<file path="src/hw/rtl/heat_equation_1d_stepper_assert.svh">
// ----------------------------------------------------------------------------
// Heat equation stepper assertion macros
// Shared property forms for the stepper's concurrent checks.
// ----------------------------------------------------------------------------
`ifndef HEAT_EQUATION_1D_STEPPER_ASSERT_SVH
`define HEAT_EQUATION_1D_STEPPER_ASSERT_SVH

// same-cycle implication, disabled during reset
`define HE1D_ASSERT_IMPLY(label, clk, rst_n, ante, cons) \
    label: assert property (@(posedge clk) disable iff (!rst_n) (ante) |-> (cons)) \
        else $error("he1d check failed");

// next-cycle implication, disabled during reset
`define HE1D_ASSERT_NEXT(label, clk, rst_n, ante, cons) \
    label: assert property (@(posedge clk) disable iff (!rst_n) (ante) |=> (cons)) \
        else $error("he1d check failed");

`endif

</file>
<file path="src/hw/rtl/he1d_pkg.sv">
// ----------------------------------------------------------------------------
// he1d_pkg
// Types and constants of the 1-D heat equation stepper.
// ----------------------------------------------------------------------------
`default_nettype none

package he1d_pkg;

    localparam int MAX_POINTS      = 64;
    localparam int ADDR_W          = $clog2(MAX_POINTS);
    localparam int CNT_W           = $clog2(MAX_POINTS + 1);
    localparam int MIN_STEP_POINTS = 3;

    localparam int SAMPLE_W   = 24;
    localparam int IDX_W      = 6;
    localparam int COEF_W     = 16;
    localparam int STEP_W     = 16;
    localparam int FRAC_SHIFT = 16;
    localparam int CFG_W      = 16;
    localparam int CFG_IDX_W  = 1;

    // right - 2*mid + left, coef * d, then the shifted and summed forms
    localparam int D_W   = SAMPLE_W + 2;
    localparam int P_W   = D_W + COEF_W + 1;
    localparam int SH_W  = P_W - FRAC_SHIFT;
    localparam int SUM_W = SH_W + 1;

    localparam logic signed [SAMPLE_W-1:0] SAMPLE_MAX = {1'b0, {(SAMPLE_W-1){1'b1}}};
    localparam logic signed [SAMPLE_W-1:0] SAMPLE_MIN = {1'b1, {(SAMPLE_W-1){1'b0}}};

    localparam logic [COEF_W-1:0] COEF_RST  = COEF_W'(655);
    localparam logic [STEP_W-1:0] STEPS_RST = STEP_W'(10000);

    typedef logic [CFG_IDX_W-1:0] t_cfg_idx;
    localparam t_cfg_idx CFG_COEF  = t_cfg_idx'(0);
    localparam t_cfg_idx CFG_STEPS = t_cfg_idx'(1);

    typedef enum logic [1:0] {
        ST_LOAD,
        ST_STEP,
        ST_DRAIN,
        ST_EMIT
    } t_state;

    typedef struct packed {
        logic signed [SAMPLE_W-1:0] sample;
        logic                       last;
    } t_in;

    typedef struct packed {
        logic signed [SAMPLE_W-1:0] value;
        logic [IDX_W-1:0]           index;
        logic                       end_of_grid;
    } t_out;

    // tag riding along with a registered memory read
    typedef struct packed {
        logic              vld;
        logic              emit;
        logic [ADDR_W-1:0] pos;
    } t_tag;

    typedef struct packed {
        logic              rd_en;
        logic [ADDR_W-1:0] rd_addr;
        logic [CNT_W-1:0]  n;
        logic              ends_zero;
        logic              ld_we;
        logic [ADDR_W-1:0] ld_addr;
    } t_ctrl;

    typedef struct packed {
        logic                en;
        logic [ADDR_W-1:0]   addr;
        logic [SAMPLE_W-1:0] data;
    } t_wr;

endpackage

`default_nettype wire

</file>
<file path="src/hw/rtl/heat_equation_1d_stepper.sv">
// ----------------------------------------------------------------------------
// heat_equation_1d_stepper
// Explicit 1-D heat equation stepper on a fixed-point grid of up to 64 nodes.
// ----------------------------------------------------------------------------
// Samples load at one per cycle while busy is low; samples past 64 nodes are
// dropped. The word with last set closes the load and raises busy. With n
// nodes (n >= 3) and a nonzero step count, each time step is one sweep of
// the grid through a single shared multiply unit, one node per cycle off the
// one read port of the node memory, plus a pipeline drain. The grid is then
// emitted one node per cycle on o_result with o_result_vld; results cannot be
// held off and must be taken in the cycle they appear.
`default_nettype none

module heat_equation_1d_stepper import he1d_pkg::*; (
    input  wire logic                 i_clk,
    input  wire logic                 i_rst_n,
    input  wire logic                 start,
    output logic                      busy,
    input  wire t_in                  i_item,
    output logic                      o_result_vld,
    output t_out                      o_result,
    input  wire logic                 i_cfg_we,
    input  wire t_cfg_idx             i_cfg_idx,
    input  wire logic [CFG_W-1:0]     i_cfg_data
);

    logic [COEF_W-1:0]          r_coef;
    logic [STEP_W-1:0]          r_steps;
    t_ctrl                      ctrl;
    t_tag                       tag;
    t_wr                        alu_wr;
    logic                       alu_busy;
    logic [SAMPLE_W-1:0]        rdata;
    logic signed [SAMPLE_W-1:0] rd_value;
    logic                       is_end_node, is_last_node;

    always_ff @(posedge i_clk) begin
        if (!i_rst_n) begin
            r_coef  <= COEF_RST;
            r_steps <= STEPS_RST;
        end else if (i_cfg_we) begin
            case (i_cfg_idx)
                CFG_COEF:  r_coef  <= i_cfg_data[COEF_W-1:0];
                CFG_STEPS: r_steps <= i_cfg_data[STEP_W-1:0];
                default:   r_coef  <= r_coef;
            endcase
        end
    end

    he1d_ctrl u_ctrl (
        .i_clk      (i_clk),
        .i_rst_n    (i_rst_n),
        .i_start    (start),
        .i_last     (i_item.last),
        .i_steps    (r_steps),
        .i_alu_busy (alu_busy),
        .o_busy     (busy),
        .o_ctrl     (ctrl),
        .o_tag      (tag)
    );

    he1d_grid_mem u_mem (
        .i_clk   (i_clk),
        .i_we    (ctrl.ld_we | alu_wr.en),
        .i_waddr (ctrl.ld_we ? ctrl.ld_addr : alu_wr.addr),
        .i_wdata (ctrl.ld_we ? i_item.sample : alu_wr.data),
        .i_re    (ctrl.rd_en),
        .i_raddr (ctrl.rd_addr),
        .o_rdata (rdata)
    );

    // end nodes read as zero once the first step has finished
    assign is_last_node = CNT_W'(tag.pos) == ctrl.n - CNT_W'(1);
    assign is_end_node  = (tag.pos == '0) || is_last_node;
    assign rd_value     = (ctrl.ends_zero && is_end_node) ? '0 : rdata;

    he1d_alu u_alu (
        .i_clk   (i_clk),
        .i_rst_n (i_rst_n),
        .i_coef  (r_coef),
        .i_tag   (tag),
        .i_value (rd_value),
        .o_wr    (alu_wr),
        .o_busy  (alu_busy)
    );

    assign o_result_vld         = tag.vld && tag.emit;
    assign o_result.value       = rd_value;
    assign o_result.index       = IDX_W'(tag.pos);
    assign o_result.end_of_grid = is_last_node;

endmodule

`default_nettype wire

</file>
<file path="src/hw/rtl/he1d_grid_mem.sv">
// ----------------------------------------------------------------------------
// he1d_grid_mem
// Node memory: one write port, one read port with registered read data.
// ----------------------------------------------------------------------------
`default_nettype none

module he1d_grid_mem import he1d_pkg::*; (
    input  wire logic                i_clk,
    input  wire logic                i_we,
    input  wire logic [ADDR_W-1:0]   i_waddr,
    input  wire logic [SAMPLE_W-1:0] i_wdata,
    input  wire logic                i_re,
    input  wire logic [ADDR_W-1:0]   i_raddr,
    output logic      [SAMPLE_W-1:0] o_rdata
);

    logic [SAMPLE_W-1:0] r_mem [MAX_POINTS];

    always_ff @(posedge i_clk) begin
        if (i_we) begin
            r_mem[i_waddr] <= i_wdata;
        end
        if (i_re) begin
            o_rdata <= r_mem[i_raddr];
        end
    end

endmodule

`default_nettype wire

</file>
<file path="src/hw/rtl/he1d_alu.sv">
// ----------------------------------------------------------------------------
// he1d_alu
// Shared node update unit: three-node window, multiply, shift and saturate.
// ----------------------------------------------------------------------------
`default_nettype none

module he1d_alu import he1d_pkg::*; (
    input  wire logic                       i_clk,
    input  wire logic                       i_rst_n,
    input  wire logic [COEF_W-1:0]          i_coef,
    input  wire t_tag                       i_tag,
    input  wire logic signed [SAMPLE_W-1:0] i_value,
    output t_wr                             o_wr,
    output logic                            o_busy
);

    logic signed [SAMPLE_W-1:0] r_left, r_mid;
    logic                       r_s1_vld, r_s2_vld;
    logic signed [D_W-1:0]      r_s1_d, n_s1_d;
    logic signed [SAMPLE_W-1:0] r_s1_mid, r_s2_mid;
    logic [ADDR_W-1:0]          r_s1_addr, r_s2_addr;
    logic signed [P_W-1:0]      r_s2_prod, n_s2_prod;
    logic signed [SH_W-1:0]     shifted;
    logic signed [SUM_W-1:0]    sum;
    logic [SAMPLE_W-1:0]        sat;
    logic                       win_shift, n_s1_vld;

    assign win_shift = i_tag.vld && !i_tag.emit;
    // a full window exists once the third node of the sweep arrives
    assign n_s1_vld  = win_shift && (i_tag.pos >= ADDR_W'(2));
    assign n_s1_d    = D_W'(i_value) + D_W'(r_left) - (D_W'(r_mid) <<< 1);
    assign n_s2_prod = $signed({1'b0, i_coef}) * r_s1_d;

    // arithmetic shift is a floor divide by 2^16
    assign shifted = r_s2_prod[P_W-1:FRAC_SHIFT];
    assign sum     = SUM_W'(r_s2_mid) + SUM_W'(shifted);

    always_comb begin
        if (sum > SUM_W'(SAMPLE_MAX)) begin
            sat = SAMPLE_MAX;
        end else if (sum < SUM_W'(SAMPLE_MIN)) begin
            sat = SAMPLE_MIN;
        end else begin
            sat = sum[SAMPLE_W-1:0];
        end
    end

    always_ff @(posedge i_clk) begin
        if (!i_rst_n) begin
            r_s1_vld <= 1'b0;
            r_s2_vld <= 1'b0;
        end else begin
            r_s1_vld <= n_s1_vld;
            r_s2_vld <= r_s1_vld;
        end
    end

    always_ff @(posedge i_clk) begin
        if (win_shift) begin
            r_left <= r_mid;
            r_mid  <= i_value;
        end
        r_s1_d    <= n_s1_d;
        r_s1_mid  <= r_mid;
        r_s1_addr <= i_tag.pos - ADDR_W'(1);
        r_s2_prod <= n_s2_prod;
        r_s2_mid  <= r_s1_mid;
        r_s2_addr <= r_s1_addr;
    end

    assign o_wr.en   = r_s2_vld;
    assign o_wr.addr = r_s2_addr;
    assign o_wr.data = sat;
    assign o_busy    = r_s1_vld | r_s2_vld;

endmodule

`default_nettype wire

</file>
<file path="src/hw/rtl/he1d_ctrl.sv">
// ----------------------------------------------------------------------------
// he1d_ctrl
// Sequencer: load, step sweeps with drain, and grid emission.
// ----------------------------------------------------------------------------
`default_nettype none

module he1d_ctrl import he1d_pkg::*; (
    input  wire logic              i_clk,
    input  wire logic              i_rst_n,
    input  wire logic              i_start,
    input  wire logic              i_last,
    input  wire logic [STEP_W-1:0] i_steps,
    input  wire logic              i_alu_busy,
    output logic                   o_busy,
    output t_ctrl                  o_ctrl,
    output t_tag                   o_tag
);

    `include "heat_equation_1d_stepper_assert.svh"

    t_state             r_state, n_state;
    logic [CNT_W-1:0]   r_cnt, r_n, r_pos, n_after;
    logic [STEP_W-1:0]  r_step;
    logic               r_ends_zero;
    t_tag               r_tag;
    logic               acc, acc_last, room, sweep_end, drain_done, last_step;

    assign acc        = i_start && (r_state == ST_LOAD);
    assign acc_last   = acc && i_last;
    assign room       = r_cnt < CNT_W'(MAX_POINTS);
    assign n_after    = r_cnt + CNT_W'(room);
    assign sweep_end  = r_pos == r_n - CNT_W'(1);
    assign drain_done = !r_tag.vld && !i_alu_busy;
    assign last_step  = ({1'b0, r_step} + (STEP_W+1)'(1)) == {1'b0, i_steps};

    // next state
    always_comb begin
        n_state = r_state;
        case (r_state)
            ST_LOAD: begin
                if (acc_last) begin
                    if (n_after >= CNT_W'(MIN_STEP_POINTS) && i_steps != '0) begin
                        n_state = ST_STEP;
                    end else begin
                        n_state = ST_EMIT;
                    end
                end
            end
            ST_STEP: begin
                if (sweep_end) begin
                    n_state = ST_DRAIN;
                end
            end
            ST_DRAIN: begin
                if (drain_done) begin
                    n_state = last_step ? ST_EMIT : ST_STEP;
                end
            end
            ST_EMIT: begin
                if (sweep_end) begin
                    n_state = ST_LOAD;
                end
            end
            default: n_state = ST_LOAD;
        endcase
    end

    // outputs
    always_comb begin
        o_busy            = 1'b1;
        o_ctrl.rd_en      = 1'b0;
        o_ctrl.rd_addr    = r_pos[ADDR_W-1:0];
        o_ctrl.n          = r_n;
        o_ctrl.ends_zero  = r_ends_zero;
        o_ctrl.ld_we      = 1'b0;
        o_ctrl.ld_addr    = r_cnt[ADDR_W-1:0];
        case (r_state)
            ST_LOAD: begin
                o_busy       = 1'b0;
                o_ctrl.ld_we = acc && room;
            end
            ST_STEP:  o_ctrl.rd_en = 1'b1;
            ST_DRAIN: o_ctrl.rd_en = 1'b0;
            ST_EMIT:  o_ctrl.rd_en = 1'b1;
            default:  o_busy = 1'b1;
        endcase
    end

    always_ff @(posedge i_clk) begin
        if (!i_rst_n) begin
            r_state     <= ST_LOAD;
            r_cnt       <= '0;
            r_n         <= '0;
            r_pos       <= '0;
            r_step      <= '0;
            r_ends_zero <= 1'b0;
            r_tag       <= '0;
        end else begin
            r_state   <= n_state;
            r_tag.vld <= o_ctrl.rd_en;
            r_tag.emit <= (r_state == ST_EMIT);
            r_tag.pos <= r_pos[ADDR_W-1:0];
            if (acc_last) begin
                r_cnt       <= '0;
                r_n         <= n_after;
                r_step      <= '0;
                r_ends_zero <= 1'b0;
                r_pos       <= '0;
            end else if (acc) begin
                r_cnt <= n_after;
            end
            if (r_state == ST_STEP || r_state == ST_EMIT) begin
                r_pos <= sweep_end ? '0 : r_pos + CNT_W'(1);
            end
            if (r_state == ST_DRAIN && drain_done) begin
                r_ends_zero <= 1'b1;
                r_step      <= r_step + STEP_W'(1);
            end
        end
    end

    assign o_tag = r_tag;

    `HE1D_ASSERT_IMPLY(a_pos_in_grid, i_clk, i_rst_n,
        (r_state == ST_STEP || r_state == ST_EMIT), (r_pos < r_n))
    `HE1D_ASSERT_IMPLY(a_step_needs_three, i_clk, i_rst_n,
        (r_state == ST_STEP), (r_n >= CNT_W'(MIN_STEP_POINTS)))
    `HE1D_ASSERT_IMPLY(a_first_step_ends, i_clk, i_rst_n,
        (r_state == ST_STEP && r_step == '0), !r_ends_zero)
    `HE1D_ASSERT_IMPLY(a_alu_quiet, i_clk, i_rst_n,
        (r_state == ST_LOAD || r_state == ST_EMIT), !i_alu_busy)
    `HE1D_ASSERT_NEXT(a_drain_exit_clean, i_clk, i_rst_n,
        (r_state == ST_DRAIN && drain_done), !i_alu_busy)

endmodule

`default_nettype wire
</file>
<file path="config.mk">
export PLATFORM = sky130hd
export DESIGN_NAME = heat_equation_1d_stepper
export DESIGN_NICKNAME = d
export VERILOG_FILES = /design/src/hw/rtl/he1d_pkg.sv /design/src/hw/rtl/heat_equation_1d_stepper.sv /design/src/hw/rtl/he1d_grid_mem.sv /design/src/hw/rtl/he1d_alu.sv /design/src/hw/rtl/he1d_ctrl.sv
export VERILOG_INCLUDE_DIRS = /design/src /design/src/hw/rtl
export SDC_FILE = /design/constraint.sdc
export NUM_CORES = 2
export LEC_CHECK = 0
export BUFFER_PORTS_ARGS = -buffer_cell sky130_fd_sc_hd__buf_2
export CELL_PAD_IN_SITES_DETAIL_PLACEMENT = 1
export CELL_PAD_IN_SITES_GLOBAL_PLACEMENT = 1
export CORE_MARGIN = 1
export CORE_UTILIZATION = 50
export CTS_CLUSTER_DIAMETER = 30
export DETAILED_ROUTE_END_ITERATION = 8
export GPL_TIMING_DRIVEN = 0
export HOLD_SLACK_MARGIN = 0.02
export PLACE_DENSITY = 0.73
export SLEW_MARGIN = 20
export SYNTH_ARGS = -nofsm -noshare
export SYNTH_HDL_FRONTEND = slang
export SYNTH_SLANG_ARGS = --single-unit
</file>
<file path="constraint.sdc">
create_clock -name i_clk -period 6 [get_ports i_clk]
set_clock_uncertainty 0.15 [all_clocks]
set_input_delay 0.3 -clock i_clk [delete_from_list [all_inputs] [get_ports i_clk]]
set_output_delay 0.3 -clock i_clk [all_outputs]
set_load 0.1 [all_outputs]
</file>
==> summary.md <==
| Metric | Value |
|---|---|
| Status | `finished with violations` |
| Violations in the final reports | `negative setup slack` |
| Register bit total from synthesis | `1803` |
| Synth Warn # | `0` |
| Area growth, synth to finish | `25.1%` |
| Multi-input gate area | `0.0309 mm2` |
| R2R cell count | `23` |
| CTS root buf | `clkbuf_16` |
| Post-synth top flop | `edfxtp_1` |
| Syn avg cell area | `16.5 um2` |
| Drc violations | `0` |
| Reg-to-reg startpoint | `r_coef[6]$_SDFFE_PN0P_` |
| Iter 0 DRT Violations | `5583` |
| Worst-path clk slew | `0.05 ns` |
| DIE WIDTH | `415 um` |
| Fin crit period | `6.66 ns` |
| Worst R2R End | `u_alu.r_s2_prod[29]$_DFF_P_` |
| Netlist cell types | `71` |
| Top Ports | `79` |
| Total track usage | `34.1%` |
| Startpoint Class | `register` |
| Hold Vio Cnt, Final | `0` |
| # clock sinks | `1803` |
| Worst-Margin Slew | `1.29 ns` |
| Die height | `415 um` |
| Vias | `51500` |
| Antenna-violating nets left | `0` |
| Drt first pass iters | `6` |
| Crit path max-delay cell type | `fa_1` |
| First-pass GRT wire length | `414000 um` |
| Achievable Freq | `0.150 GHz` |
| Fin worst setup slack | `-0.664 ns` |
| Initial antenna violation count | `27` |
| Total clock buffers created by CTS | `366` |
| Max incr delay on CP | `0.58 ns` |
| Vias/cell | `6.16` |
| Port Buffer Count | `78` |
| Synthesized instance count | `5148` |
| Share of flip-flops with an asynchronous set or reset | `0%` |
| GR Overflow Total | `0` |
| Worst hold path type | `primary input to register` |
| Syn_nets | `5784` |
| Slew margin rel. | `13.7%` |
| Final WL | `291000 um` |
| Share of cells above drive strength 1 | `27.2%` |
| WL/cell | `34.8 um` |
| TritonCTS clock tree | `yes` |
| Worst Setup EP | `u_alu.r_s2_prod[29]$_DFF_P_` |
| Critical path buffer and inverter count | `5` |
| H-Tree Depth | `5` |
| Critical path class | `register to register` |
| Post-synth EDFFs | `1608` |
| Gpl congestion | `0.918` |
| Vias in the first global route | `55900` |
| Final Max Slew Viols | `0` |
| Fill count | `14700` |
| Critical path endpoint category | `register` |
| Worst setup path start | `r_coef[6]$_SDFFE_PN0P_` |
| Reg2Reg Setup Slack | `-0.66 ns` |
| Crit share post-route | `111%` |
| CTS max path bufs | `4` |
| Met2 WL | `142000 um` |
| Register area share after synthesis | `61.3%` |
| Met3 routed WL | `24100 um` |
| Clk_lat worst skew | `0.98 ns` |
| DP HPWL | `184000 um` |
| Core area | `0.169 mm2` |
| Top cell by count, worst path | `fa_1` |
| Crit path cell chain | `clkbuf_16 > and2_4 > fa_1 > inv_2 > fa_1 > fa_1 > inv_2 > fa_1 > fa_1 > inv_1 > fa_1 > inv_2 > ha_4 > a221oi_2 > nand2_2 > a311oi_4 > a21oi_4 > o21ai_2 > a21boi_2 > o31a_4 > o41ai_4 > or4b_1 > o311ai_1` |
| Die area | `0.172 mm2` |
| Mapped cell area | `0.0851 mm2` |
| Setup Slack @ Placement | `-1.78 ns` |
| Final setup vio count | `21` |
| Largest net degree at the start of global routing | `35` |
| CP Depth | `23` |
| Top routing layer used | `met5` |
| Critical path's top delay family | `adder cells` |
| RSZ-0062 raised after global routing | `true` |
| Met1 WL | `102000 um` |
| Final net count | `6480` |
| Required @ worst endpoint | `6.65 ns` |
| Site row count | `151` |
| Top-area cell type share of the netlist area | `56.7%` |
| Storage cell area | `0.0523 mm2` |
| CP Max Fanout | `6` |
| Initial core utilization | `50.3%` |
| Synth area leader | `edfxtp_1` |
| Top post-synthesis cells by area | `edfxtp_1 (57%), mux4_2 (13%), fa_1 (10%)` |
| Worst Path Arrival | `7.32 ns` |
| MaxCap Viol Count | `0` |
cells in the mapped netlist (all sizes together) (49+ instances only):
cell    instances
clkbuf        185
fa            428
ha            162
inv           585
mux4          504
dfxtp         195
nor2          165
nand3          49
xnor2          76
edfxtp       1608
o21ai          61
buf            54
and2          188
a21oi          93
nand2         438
xor2           55
tightest hold or removal path, cell delays in order:
cell           delay, ns
dlygate4sd3_1       0.53
buf_2               0.13
nand2_1             0.05
nand3_1             0.08
worst min path at each step:
stage,depth (start not counted),to,start
2_1_floorplan,0,u_alu.r_s2_addr[0]$_DFF_P_,u_alu.r_s1_addr[0]$_DFF_P_
3_3_place_gp,0,u_alu.r_s2_mid[2]$_DFF_P_,u_alu.r_s1_mid[2]$_DFF_P_
3_5_place_dp,0,u_alu.r_s2_mid[12]$_DFF_P_,u_alu.r_s1_mid[12]$_DFF_P_
4_1_cts,4,r_steps[6]$_SDFFE_PN0P_,i_cfg_data[6]
5_1_grt,4,r_coef[7]$_SDFFE_PN1P_,i_cfg_data[7]
6_report,4,r_coef[1]$_SDFFE_PN1P_,i_cfg_data[1]
placed cells by master, fill, tap and decap left out, types with 111 or more instances in the layout:
cell type  count
and2_1       185
clkbuf_16    381
mux4_2       504
dfxtp_1      158
edfxtp_1    1608
ha_1         154
inv_1        578
buf_2        111
nand2_1      432
fa_1         419
clkbuf_1     147
area by class of cell:
| cell class | count | share of cell area, % |
|---|---|---|
| Antenna cell | 18 | 0.0423 |
| Clock inverter | 245 | 2.63 |
| Sequential cell | 1803 | 49.1 |
| Timing Repair Buffer | 332 | 4.27 |
| Tap cell | 2218 | 2.61 |
| Multi-Input combinational cell | 2521 | 29.0 |
| Inverter | 585 | 2.07 |
| Buffer | 235 | 1.34 |
| Clock buffer | 413 | 8.91 |
timing repair:
action                                  CTS  global route
endpoints found under the setup margin  786            55
gates resized for setup                 164            76
hold buffers                             63             0
hold endpoints to repair                447             0
pin swaps                                23            52
setup buffers                            38            36
stage by stage:
| stage | TNS (ns) | instances | utilization, % | hold slack [ns] | instance area [um2] |
|---|---|---|---|---|---|
| after floorplan | -0.320 | 5148 | - | 0.160 | 85300 |
| final | -9.08 | 8370 | 62.9 | 0.0553 | 106000 |
| after global placement | -4514.58 | 7444 | 52.3 | 0.161 | 88500 |
| after CTS | -10.10 | 8317 | 62.6 | 0.0212 | 106000 |
| after detailed placement | -31.74 | 7561 | 54.4 | 0.163 | 92100 |
| after global routing | -12.71 | 8359 | 62.9 | 0.0616 | 106000 |
logic make-up (layout without fill, tap and decap cells):
logic type,after synthesis,count (layout),share of synthesized area (%)
adder cells (fa/ha/maj),591,591,12.5
buffers and inverters,824,1810,3.71
multiplexers,506,506,13.4
other,0,18,0
XOR/XNOR,131,131,1.35
AO/OA/AOI/OAI,323,323,2.52
flip-flops,1803,1803,61.3
AND/OR/NAND/NOR,970,970,5.30
sequential cells by signal, summed over array words and instances (netlist names), 8 cells and up:
register         cells
u_alu.r_s1_d        26
r_coef              16
u_alu.r_left        24
u_mem.r_mem       1536
u_ctrl.o_tag         8
u_mem.o_rdata       24
u_ctrl.r_step       16
r_steps             16
u_alu.r_s2_mid      24
u_alu.r_s2_prod     27
u_alu.r_mid         24
u_alu.r_s1_mid      24
per-layer routing:
metal  global-route usage (%)  up-vias
met5                        0        -
li1                         -    20400
met3                     6.70      869
met1                     41.6    27100
met2                     55.8     3212
met4                     22.1       22
Power is not shown: default switching activity piles up to over one toggle a cycle in this logic, so the estimate is an artifact.
